--- src/hdl/mst_pkg.sv ---
// ---------------------------------------------------------------------------
// mst_pkg: shared types and constants of the multi-slot second timer
// request and response items, slot modes, sequencer states, rounding constants
// ---------------------------------------------------------------------------
package mst_pkg;

    localparam int MS_W   = 32;         // duration field width in ms
    localparam int DIV_W  = MS_W + 1;   // rounded dividend, no overflow

    localparam logic [DIV_W-1:0] ROUND_MS = DIV_W'(900);

    // one thousand is eight times 125: drop three low bits, then multiply
    // by ceil(2^37 / 125) and keep the bits from 37 up
    localparam int               SEC_SHIFT   = 3;
    localparam int               RECIP_W     = 31;
    localparam logic [RECIP_W-1:0] RECIP_125 = 31'd1099511628;
    localparam int               RECIP_SHIFT = 37;

    // request command codes
    localparam logic CMD_CREATE = 1'b0;
    localparam logic CMD_TICK   = 1'b1;

    // repeat mode codes of a create
    localparam logic REPEAT_PERIODIC = 1'b0;
    localparam logic REPEAT_ONESHOT  = 1'b1;

    // response kind codes
    localparam logic KIND_CREATE = 1'b0;
    localparam logic KIND_EXPIRY = 1'b1;

    typedef enum logic [1:0] {
        MODE_FREE     = 2'd0,
        MODE_PERIODIC = 2'd1,
        MODE_ONESHOT  = 2'd2
    } slot_mode_t;

    typedef enum logic [1:0] {
        ST_IDLE,
        ST_CREATE,
        ST_TICK,
        ST_TICK_END
    } mst_state_t;

    typedef struct packed {
        logic            cmd;
        logic            repeat_mode;
        logic [MS_W-1:0] duration_ms;
    } req_item_t;

    typedef struct packed {
        logic       kind;
        logic [4:0] timer_id;
        logic       create_ok;
        logic       last;
    } rsp_item_t;

endpackage

--- src/hdl/mst_sec_div.sv ---
// ---------------------------------------------------------------------------
// mst_sec_div: millisecond to second rounding unit
// (ms + 900) / 1000 as a registered add, a shift and a reciprocal multiply,
// then clamp to at least one second and at most the counter range
// ---------------------------------------------------------------------------
module mst_sec_div #(
    parameter int COUNT_WIDTH = 23
) (
    input  logic                      clk,
    input  logic                      rst_n,
    input  logic                      start,
    input  logic [mst_pkg::MS_W-1:0]  duration_ms,
    output logic                      busy,
    output logic [COUNT_WIDTH-1:0]    secs
);

    localparam int Y_W    = mst_pkg::DIV_W - mst_pkg::SEC_SHIFT;
    localparam int PROD_W = Y_W + mst_pkg::RECIP_W;
    localparam int Q_W    = PROD_W - mst_pkg::RECIP_SHIFT;
    localparam int CMP_W  = Q_W + COUNT_WIDTH;
    localparam logic [COUNT_WIDTH-1:0] COUNT_MAX = '1;

    logic [mst_pkg::DIV_W-1:0] sum_reg, sum_next;
    logic [PROD_W-1:0]         prod_reg, prod_next;
    logic                      mul_reg, mul_next;
    logic [CMP_W-1:0]          quo_wide;
    logic [CMP_W-1:0]          max_wide;

    always_ff @(posedge clk or negedge rst_n)
    begin
        if (!rst_n)
        begin
            mul_reg <= 1'b0;
        end
        else
        begin
            mul_reg <= mul_next;
        end
    end

    always_ff @(posedge clk)
    begin
        sum_reg  <= sum_next;
        prod_reg <= prod_next;
    end

    // the start adds the rounding offset into sum_reg, then the registered sum is multiplied
    always_comb
    begin
        sum_next  = sum_reg;
        prod_next = prod_reg;
        mul_next  = 1'b0;
        if (start)
        begin
            sum_next = {1'b0, duration_ms} + mst_pkg::ROUND_MS;
            mul_next = 1'b1;
        end
        if (mul_reg)
        begin
            prod_next = {{mst_pkg::RECIP_W{1'b0}}, sum_reg[mst_pkg::DIV_W-1:mst_pkg::SEC_SHIFT]}
                      * {{Y_W{1'b0}}, mst_pkg::RECIP_125};
        end
    end

    assign busy     = mul_reg;
    assign quo_wide = CMP_W'(prod_reg[PROD_W-1:mst_pkg::RECIP_SHIFT]);
    assign max_wide = CMP_W'(COUNT_MAX);

    // zero seconds raised to one, long durations saturate
    always_comb
    begin
        if (quo_wide == '0)
        begin
            secs = COUNT_WIDTH'(1);
        end
        else if (quo_wide > max_wide)
        begin
            secs = COUNT_MAX;
        end
        else
        begin
            secs = quo_wide[COUNT_WIDTH-1:0];
        end
    end

endmodule

--- src/hdl/multi_slot_second_timer_unit.sv ---
// ---------------------------------------------------------------------------
// multi_slot_second_timer_unit: table of periodic and one-shot second timers
// create items allocate the lowest free slot, tick items count every active
// slot down and report the slots that reach zero in slot order
// ---------------------------------------------------------------------------
//
//  channel  | signals                   | payload      | direction
//  ---------+---------------------------+--------------+----------
//  request  | req_valid, req_ready      | req_item_t   | into block
//  response | rsp_valid, rsp_ready      | rsp_item_t   | out of block
//
// create: the reply waits for the free-slot scan, which checks one slot a
//   cycle from slot zero up to the first free slot or the end of the table;
//   the rounding unit runs alongside it
// tick: one slot a cycle unless an expiry stalls, through the shared decrement
//   unit and the single read port and single write port of the count memories
// one item at a time: req_ready is high only while the sequencer is idle
// a stalled response holds the walk only when a second expiry needs the
//   output register; the pending expiry is held back to mark the last one
// reset clears the slot mode flops at once; the count memories need no clear
// ---------------------------------------------------------------------------
module multi_slot_second_timer_unit #(
    parameter int SLOTS       = 32,
    parameter int COUNT_WIDTH = 23
) (
    input  logic               clk,
    input  logic               rst_n,
    input  logic               req_valid,
    output logic               req_ready,
    input  mst_pkg::req_item_t req,
    output logic               rsp_valid,
    input  logic               rsp_ready,
    output mst_pkg::rsp_item_t rsp
);

    localparam int IDX_W = (SLOTS > 1) ? $clog2(SLOTS) : 1;
    localparam int CNT_W = $clog2(SLOTS + 1);
    localparam logic [IDX_W-1:0] LAST_IDX  = IDX_W'(SLOTS - 1);
    localparam logic [CNT_W-1:0] SCAN_END  = CNT_W'(SLOTS);

    // slot id to the 5-bit id field, wider tables wrap
    function automatic logic [4:0] to_id(input logic [IDX_W-1:0] idx);
        logic [IDX_W+4:0] wide;
        wide = {5'b0, idx};
        return wide[4:0];
    endfunction

    // sequencer state
    mst_pkg::mst_state_t state_reg, state_next;
    logic [IDX_W-1:0]    ex_idx_reg, ex_idx_next;
    logic [CNT_W-1:0]    scan_idx_reg, scan_idx_next;
    logic                scan_found_reg, scan_found_next;
    logic                pend_valid_reg, pend_valid_next;
    logic [IDX_W-1:0]    pend_id_reg, pend_id_next;
    logic                mode_oneshot_reg, mode_oneshot_next;

    // output register
    logic                rsp_valid_reg, rsp_valid_next;
    mst_pkg::rsp_item_t  rsp_reg, rsp_next;

    // slot table: modes in flops, counts in memories
    mst_pkg::slot_mode_t     mode_reg [SLOTS];
    logic [COUNT_WIDTH-1:0]  rem_mem  [SLOTS];
    logic [COUNT_WIDTH-1:0]  rel_mem  [SLOTS];
    logic [COUNT_WIDTH-1:0]  rem_rd_reg;
    logic [COUNT_WIDTH-1:0]  rel_rd_reg;

    logic                    mode_we;
    logic [IDX_W-1:0]        mode_wa;
    mst_pkg::slot_mode_t     mode_wd;
    logic                    rem_we;
    logic                    rel_we;
    logic [IDX_W-1:0]        mem_wa;
    logic [COUNT_WIDTH-1:0]  rem_wd;
    logic [IDX_W-1:0]        rd_idx;

    // rounding unit
    logic                    div_start;
    logic                    div_busy;
    logic [COUNT_WIDTH-1:0]  div_secs;

    // walk helpers
    logic                    out_free;
    logic                    scan_done;
    logic                    scan_free;
    mst_pkg::slot_mode_t     ex_mode;
    logic [COUNT_WIDTH-1:0]  rem_dec;
    logic                    ex_last;

    mst_sec_div #(
        .COUNT_WIDTH(COUNT_WIDTH)
    ) u_div (
        .clk        (clk),
        .rst_n      (rst_n),
        .start      (div_start),
        .duration_ms(req.duration_ms),
        .busy       (div_busy),
        .secs       (div_secs)
    );

    always_ff @(posedge clk or negedge rst_n)
    begin
        if (!rst_n)
        begin
            state_reg      <= mst_pkg::ST_IDLE;
            scan_found_reg <= 1'b0;
            pend_valid_reg <= 1'b0;
            rsp_valid_reg  <= 1'b0;
            for (int i = 0; i < SLOTS; i++)
            begin
                mode_reg[i] <= mst_pkg::MODE_FREE;
            end
        end
        else
        begin
            state_reg      <= state_next;
            scan_found_reg <= scan_found_next;
            pend_valid_reg <= pend_valid_next;
            rsp_valid_reg  <= rsp_valid_next;
            if (mode_we)
            begin
                mode_reg[mode_wa] <= mode_wd;
            end
        end
    end

    always_ff @(posedge clk)
    begin
        ex_idx_reg       <= ex_idx_next;
        scan_idx_reg     <= scan_idx_next;
        pend_id_reg      <= pend_id_next;
        mode_oneshot_reg <= mode_oneshot_next;
        rsp_reg          <= rsp_next;
    end

    // count memories, one write and one registered read per cycle
    always_ff @(posedge clk)
    begin
        if (rem_we)
        begin
            rem_mem[mem_wa] <= rem_wd;
        end
        if (rel_we)
        begin
            rel_mem[mem_wa] <= div_secs;
        end
        rem_rd_reg <= rem_mem[rd_idx];
        rel_rd_reg <= rel_mem[rd_idx];
    end

    assign out_free  = !rsp_valid_reg || rsp_ready;
    assign scan_done = scan_found_reg || (scan_idx_reg == SCAN_END);
    assign scan_free = (scan_idx_reg < SCAN_END)
                    && (mode_reg[scan_idx_reg[IDX_W-1:0]] == mst_pkg::MODE_FREE);
    assign ex_mode   = mode_reg[ex_idx_reg];
    assign rem_dec   = rem_rd_reg - COUNT_WIDTH'(1);
    assign ex_last   = (ex_idx_reg == LAST_IDX);

    always_comb
    begin
        state_next        = state_reg;
        ex_idx_next       = ex_idx_reg;
        scan_idx_next     = scan_idx_reg;
        scan_found_next   = scan_found_reg;
        pend_valid_next   = pend_valid_reg;
        pend_id_next      = pend_id_reg;
        mode_oneshot_next = mode_oneshot_reg;
        rsp_valid_next    = rsp_valid_reg && !rsp_ready;
        rsp_next          = rsp_reg;
        mode_we           = 1'b0;
        mode_wa           = ex_idx_reg;
        mode_wd           = mst_pkg::MODE_FREE;
        rem_we            = 1'b0;
        rel_we            = 1'b0;
        mem_wa            = ex_idx_reg;
        rem_wd            = rem_dec;
        rd_idx            = ex_idx_reg;
        div_start         = 1'b0;
        req_ready         = 1'b0;

        case (state_reg)
            mst_pkg::ST_IDLE:
            begin
                req_ready = 1'b1;
                rd_idx    = '0;
                if (req_valid)
                begin
                    if (req.cmd == mst_pkg::CMD_CREATE)
                    begin
                        div_start         = 1'b1;
                        scan_idx_next     = '0;
                        scan_found_next   = 1'b0;
                        mode_oneshot_next = (req.repeat_mode == mst_pkg::REPEAT_ONESHOT);
                        state_next        = mst_pkg::ST_CREATE;
                    end
                    else
                    begin
                        // slot zero is read this cycle
                        ex_idx_next     = '0;
                        pend_valid_next = 1'b0;
                        state_next      = mst_pkg::ST_TICK;
                    end
                end
            end

            mst_pkg::ST_CREATE:
            begin
                // free-slot scan, one slot a cycle, next to the divider
                if (!scan_done)
                begin
                    if (scan_free)
                    begin
                        scan_found_next = 1'b1;
                    end
                    else
                    begin
                        scan_idx_next = scan_idx_reg + CNT_W'(1);
                    end
                end
                else if (!div_busy && out_free)
                begin
                    rsp_valid_next     = 1'b1;
                    rsp_next.kind      = mst_pkg::KIND_CREATE;
                    rsp_next.last      = 1'b1;
                    rsp_next.create_ok = scan_found_reg;
                    rsp_next.timer_id  = '0;
                    if (scan_found_reg)
                    begin
                        rsp_next.timer_id = to_id(scan_idx_reg[IDX_W-1:0]);
                        mode_we = 1'b1;
                        mode_wa = scan_idx_reg[IDX_W-1:0];
                        mode_wd = mode_oneshot_reg ? mst_pkg::MODE_ONESHOT
                                                   : mst_pkg::MODE_PERIODIC;
                        mem_wa  = scan_idx_reg[IDX_W-1:0];
                        rem_we  = 1'b1;
                        rel_we  = 1'b1;
                        rem_wd  = div_secs;
                    end
                    state_next = mst_pkg::ST_IDLE;
                end
            end

            mst_pkg::ST_TICK:
            begin
                if (ex_mode == mst_pkg::MODE_FREE)
                begin
                    // nothing to count, move on
                end
                else if (rem_dec != '0)
                begin
                    rem_we = 1'b1;
                    rem_wd = rem_dec;
                end
                else if (!pend_valid_reg || out_free)
                begin
                    // flush the held expiry, hold this one until the next is known
                    if (pend_valid_reg)
                    begin
                        rsp_valid_next     = 1'b1;
                        rsp_next.kind      = mst_pkg::KIND_EXPIRY;
                        rsp_next.timer_id  = to_id(pend_id_reg);
                        rsp_next.create_ok = 1'b0;
                        rsp_next.last      = 1'b0;
                    end
                    pend_valid_next = 1'b1;
                    pend_id_next    = ex_idx_reg;
                    if (ex_mode == mst_pkg::MODE_ONESHOT)
                    begin
                        mode_we = 1'b1;
                        mode_wd = mst_pkg::MODE_FREE;
                    end
                    else
                    begin
                        rem_we = 1'b1;
                        rem_wd = rel_rd_reg;
                    end
                end

                // advance unless an expiry is stalled on the output register
                if (!((ex_mode != mst_pkg::MODE_FREE) && (rem_dec == '0)
                      && pend_valid_reg && !out_free))
                begin
                    if (ex_last)
                    begin
                        state_next = mst_pkg::ST_TICK_END;
                    end
                    else
                    begin
                        ex_idx_next = ex_idx_reg + IDX_W'(1);
                        rd_idx      = ex_idx_reg + IDX_W'(1);
                    end
                end
            end

            mst_pkg::ST_TICK_END:
            begin
                if (!pend_valid_reg)
                begin
                    state_next = mst_pkg::ST_IDLE;
                end
                else if (out_free)
                begin
                    rsp_valid_next     = 1'b1;
                    rsp_next.kind      = mst_pkg::KIND_EXPIRY;
                    rsp_next.timer_id  = to_id(pend_id_reg);
                    rsp_next.create_ok = 1'b0;
                    rsp_next.last      = 1'b1;
                    pend_valid_next    = 1'b0;
                    state_next         = mst_pkg::ST_IDLE;
                end
            end

            default:
            begin
                state_next = mst_pkg::ST_IDLE;
            end
        endcase
    end

    assign rsp_valid = rsp_valid_reg;
    assign rsp       = rsp_reg;

endmodule

--- config.mk ---
export PLATFORM = sky130hd
export DESIGN_NAME = multi_slot_second_timer_unit
export DESIGN_NICKNAME = d
export VERILOG_FILES = /design/src/hdl/mst_pkg.sv /design/src/hdl/mst_sec_div.sv /design/src/hdl/multi_slot_second_timer_unit.sv
export SDC_FILE = /design/constraint.sdc
export NUM_CORES = 2
export LEC_CHECK = 0
export ABC_AREA = 1
export BUFFER_PORTS_ARGS = -buffer_cell sky130_fd_sc_hd__buf_2
export CORE_UTILIZATION = 60
export DETAILED_ROUTE_END_ITERATION = 8
export PLACE_DENSITY = 0.79
export SYNTH_ARGS = -nofsm -noshare
export SYNTH_HDL_FRONTEND = slang
export SYNTH_SLANG_ARGS = --single-unit
--- constraint.sdc ---
create_clock -name clk -period 8.4 [get_ports clk]
set_clock_uncertainty 0.1 [all_clocks]
set_input_delay 1.26 -clock clk [delete_from_list [all_inputs] [get_ports clk]]
set_output_delay 1.26 -clock clk [all_outputs]
set_load 0.005 [all_outputs]
# Yosys cells after proc, flatten, opt, wreduce, memory -nomap -nowiden
# Memory sizes are Yosys's and may differ from the RTL's. A register that Yosys moved wholly into a read port is not among the register bits.
# Index checks and enable logic that the tools add are counted.
# classes
reduce_logical,34
muxes,103
addsub,4
eq_ne,23
div_mod_pow,0
shift,0
bitwise_logic,6
magnitude_cmp,6
n_mul,1
# ops
op,n
two-way mux 23 bit,9
bitwise mux 64 bit,1
two-way mux 8 bit,8
multiplier 30 x 29 -> 59 bit (second input constant),1
zero test 47 bit,1
one-hot mux 23 bit (2 select lines),1
two-way mux 5 bit,9
two-way mux 1 bit,40
two-way mux 2 bit,18
adder 32 x 10 -> 33 bit (second input constant),1
!= test 2 bit (second input constant),16
greater-than comparator 24 x 23 -> 1 bit (second input constant),1
two-way mux 6 bit,4
one-hot mux 8 bit (3 select lines),1
zero test 23 bit,1
nonzero test 23 bit,1
subtractor 23 x 1 -> 23 bit (second input constant),1
binary-select mux 2 bit (select 5 bit),2
one-hot mux 5 bit (2 select lines),2
>= comparator 6 bit (second input constant),3
NOT 5 -> 6 bit,3
one-hot mux 6 bit (2 select lines),1
AND reduction 6 bit,2
demux 2 bit (select 5 bit),1
23 further kinds,49
# totals
input_bits,38
reg_bits,187
latch_bits,0
elab_cells,226
rom_bits,0
output_inout_bits,10
mem_count,2
ramBits,1472
# mem_list
name,words,word_bits,read_ports,rd_clocked_by_memory_dff,wr,line_no,rtl
rel_mem,32,23,1,1,1,multi_slot_second_timer_unit.sv:64,logic [COUNT_WIDTH-1:0] rel_mem [SLOTS];
rem_mem,32,23,1,1,1,multi_slot_second_timer_unit.sv:63,logic [COUNT_WIDTH-1:0] rem_mem [SLOTS];

# Logic depth before layout (Yosys ltp)
# logic_depth
word_depth,12
ltp_mapped,29
depth_no_buf,29

# Modules after synthesis
# From an unflattened synthesis, not the netlist that was laid out.
# hier_totals
cells_unflattened,9358
area_unflattened_um2,90589.4
# by_module_without_submodules
module,seq_area_each_um2,area_per_inst_um2,instances,cells_each
multi_slot_second_timer_unit,47600.7,72144.2,1,7057
mst_sec_div,1646.6,18445.2,1,2301

# Worst setup path after synthesis
# OpenSTA, ideal clock, no wires.
# synth_path
kind,register -> register
start,reg u_div.sum_reg[12] in the netlist's numbering
end,reg u_div.prod_reg[57] (data pin)
t_arrival_ns,6.071
path_slack_ns,1.964
period_less_slack_ns,6.436
stages_incl_launch_ff,26
required_time_ns,8.035
cell_sequence,edfxtp_1 ha_1 fa_1 fa_1 inv_1 fa_1 inv_1 fa_1 fa_1 fa_1 inv_1 fa_1 inv_1 ha_1 a21oi_1 inv_1 a21oi_1 a21boi_0 nor2_1 o31ai_1 nand3_1 nand2_1 o211ai_1 a21oi_1 o21ai_0 xor2_1
# synth_between
elab_chain_cells,1
# synth_rtl
element,line_no,rtl
start: declaration,mst_sec_div.sv:23,"logic [mst_pkg::DIV_W-1:0] sum_reg, sum_next;"
start signal: assignment,mst_sec_div.sv:43,sum_reg <= sum_next;
multiplier 30 x 29 -> 59 bit,mst_sec_div.sv:61,"* {{Y_W{1'b0}}, mst_pkg::RECIP_125};"
end signal: assignment,mst_sec_div.sv:44,prod_reg <= prod_next;
end: declaration,mst_sec_div.sv:24,"logic [PROD_W-1:0] prod_reg, prod_next;"
# Every way passes these cells.
# A chain may end at the register's enable or synchronous reset.

# Worst setup path after layout
# layout_path
start,reg u_div.sum_reg[11] in the netlist's numbering
end,reg u_div.prod_reg[57] (data pin)
# Same word-level chain as after synthesis.

==> flow_summary.json <==
{
  "drt_wl_total_um": 243000,
  "synth_warnings": 0,
  "synth.most_common_cell": "nand2_1",
  "synth_top_area_cell": "edfxtp_1",
  "synth_nets": 9542,
  "synth_area_leaders": "edfxtp_1 (53%), nand3_1 (9.4%), nand2_1 (8.1%)",
  "hold_class": "reg2reg",
  "synth_area_per_cell_um2": 10.0,
  "setup_viol": 0,
  "cts_tree": "done",
  "path_delay_family": "adder cells",
  "gp_congestion": 0.956,
  "netlist_instances": 8845,
  "synth_cell_type_count": 55,
  "cpPeakStageDelay_ps": 800,
  "cts_made_buffers": 165,
  "coreArea_um2": 146000,
  "ys_seq_area_frac": 0.556,
  "timing.critical_path.mode_cell": "fa_1",
  "required_ps": 8850,
  "r2r_slack_ps": 920,
  "regArea_um2": 49200,
  "die_h_um": 386,
  "fp.dieW_um": 386,
  "row_count": 140,
  "fin_util": 0.658,
  "io_buffers": 45,
  "post-place-cells": 10472,
  "synth_top_area_frac": 0.526,
  "hold_ws_ps": 386,
  "fillers": 10562,
  "crit_path_top_delay_cell": "edfxtp_1",
  "worst_setup_path_start_kind": "flop",
  "drive_gt1_frac": 0.0609,
  "vias": 64666,
  "grt_pass1_wl_um": 362000,
  "hold_viol": 0,
  "min_period_ps": 7480,
  "rsz0062_at_grt": "false",
  "fin_crit_sh": 0.890,
  "grt.total_usage": 0.324,
  "vias_per_cell": 6.00,
  "cts.repair.resized": 0,
  "drtIter0Drc": 8963,
  "insertion_delay_ps": 830,
  "syn_to_final_growth_pct": 8.62,
  "cts_sinks": 1667,
  "arrival_ps": 7930,
  "worstMarginPinSlew_ps": 1400,
  "synth-main-ff-cell": "edfxtp_1",
  "finalNonFillerCells": 10783,
  "grt_pass1_vias": 62304,
  "outcome": "finished with violations",
  "antenna_found_initial": 3,
  "synthTopCellsByCount": "nand2_1 (1909), nand3_1 (1660), edfxtp_1 (1551), inv_1 (1480), ha_1 (383)",
  "synth_area_um2": 88500,
  "postCtsSetupRepairBufs": 0,
  "grt_max_degree": 221,
  "synth_edf_count": 1551,
  "timing.critical_path.buf_inv": 5,
  "clk_pin_slew_ps": 60,
  "fmax_ghz": 0.134,
  "failed_checks": "design-rule violations",
  "drc": 7,
  "final_antenna_net_count": 0,
  "slew_headroom": 0.0617,
  "firstDrtPassIters": 9,
  "ios": 48,
  "worstSetupPathType": "reg2reg",
  "cts_buffer_depth": 3,
  "ctsHoldBuffers": 0,
  "h-tree-depth": 4,
  "synth_seq_cells": 1667,
  "die_area_um2": 149000,
  "tns_ps": 0,
  "synthArstFlopShare": 0.0420,
  "multi_input_area_um2": 32300,
  "cp-end-kind": "flop",
  "cp_max_fo": 11,
  "nets": 9419,
  "slew_violations": 0,
  "start_util": 0.606,
  "cts_root_buf": "clkbuf_16",
  "dp_hpwl_um": 139000,
  "avgRoutedWirePerCell_um": 22.5,
  "overflow": 0,
  "maxCapViolCount": 0
}
stage by stage:
stage	worst slack [ps]	area, um^2
after floorplan	1960	88500
after global placement	1100	90700
after detailed placement	1060	90700
after CTS	1040	96200
after global routing	593	96200
final	924	96200
worst reg2reg max path, delay by kind of cell (launching register included):
family                   cells  cell delay, ps
AO/OA/AOI/OAI                7            1350
XOR/XNOR                     1             160
adder cells (fa/ha/maj)      9            4010
buffers and inverters        5             290
flip-flops                   1             800
AND/OR/NAND/NOR              3             480
layout make-up:
class                           count  share of cell area
Sequential cell                  1667               0.512
Multi-Input combinational cell   5246               0.335
Inverter                         1487              0.0581
Clock buffer                      222              0.0464
Tap cell                         1917              0.0249
Timing Repair Buffer              155              0.0125
Clock inverter                     88              0.0107
Antenna cell                        1           0.0000260
per-layer routing:
layer | vias to the layer above | routed length [um] | GRT usage | share of wire
met5 | - | 13 | 0 | 0.000054
met4 | 2 | 14100 | 0.176 | 0.058
met3 | 808 | 28100 | 0.0722 | 0.12
met2 | 3988 | 114000 | 0.516 | 0.47
met1 | 30824 | 86900 | 0.415 | 0.36
li1 | 29044 | - | - | -
layout by cell type (no fill, tap or decap), types with 15 or more instances in the layout:
master / instances
nand2_1: 1906
nand3_1: 1659
edfxtp_1: 1551
inv_1: 1477
ha_1: 383
fa_1: 276
nor2_1: 206
nand3b_1: 187
o21ai_0: 169
clkbuf_16: 165
a21oi_1: 117
buf_4: 98
dfrtp_1: 70
nor2_4: 54
dfxtp_1: 46
clkbuf_1: 45
buf_2: 45
xor2_1: 39
o211ai_1: 32
clkinv_2: 29
nor3_1: 21
nor2_2: 20
clkinv_1: 19
o21ai_2: 17
a31oi_1: 16
xnor2_1: 15
worst paths after layout:
path	startpoint	to	cells past startpoint
worst max-delay path	u_div.sum_reg[11]	u_div.prod_reg[57]	25
worst min-delay path	mode_reg[18]	mode_reg[18]	2
worst max register to register	u_div.sum_reg[11]	u_div.prod_reg[57]	25
worst min register to register	mode_reg[18]	mode_reg[18]	2
max in group asynchronous	rst_n	mode_reg[8]	2
min in group asynchronous	rst_n	rsp_valid	2
kinds of logic (layout without fill, tap and decap cells):
logic type | count (synthesis) | in the layout | synth area share
AO/OA/AOI/OAI | 431 | 431 | 0.0279
XOR/XNOR | 54 | 54 | 0.00534
adder cells (fa/ha/maj) | 659 | 659 | 0.117
buffers and inverters | 1932 | 1952 | 0.0866
flip-flops | 1667 | 1667 | 0.556
other | 0 | 1 | 0
AND/OR/NAND/NOR | 4102 | 4102 | 0.208
Power is not shown: default switching activity piles up to over one toggle a cycle in this logic, so the estimate is an artifact.
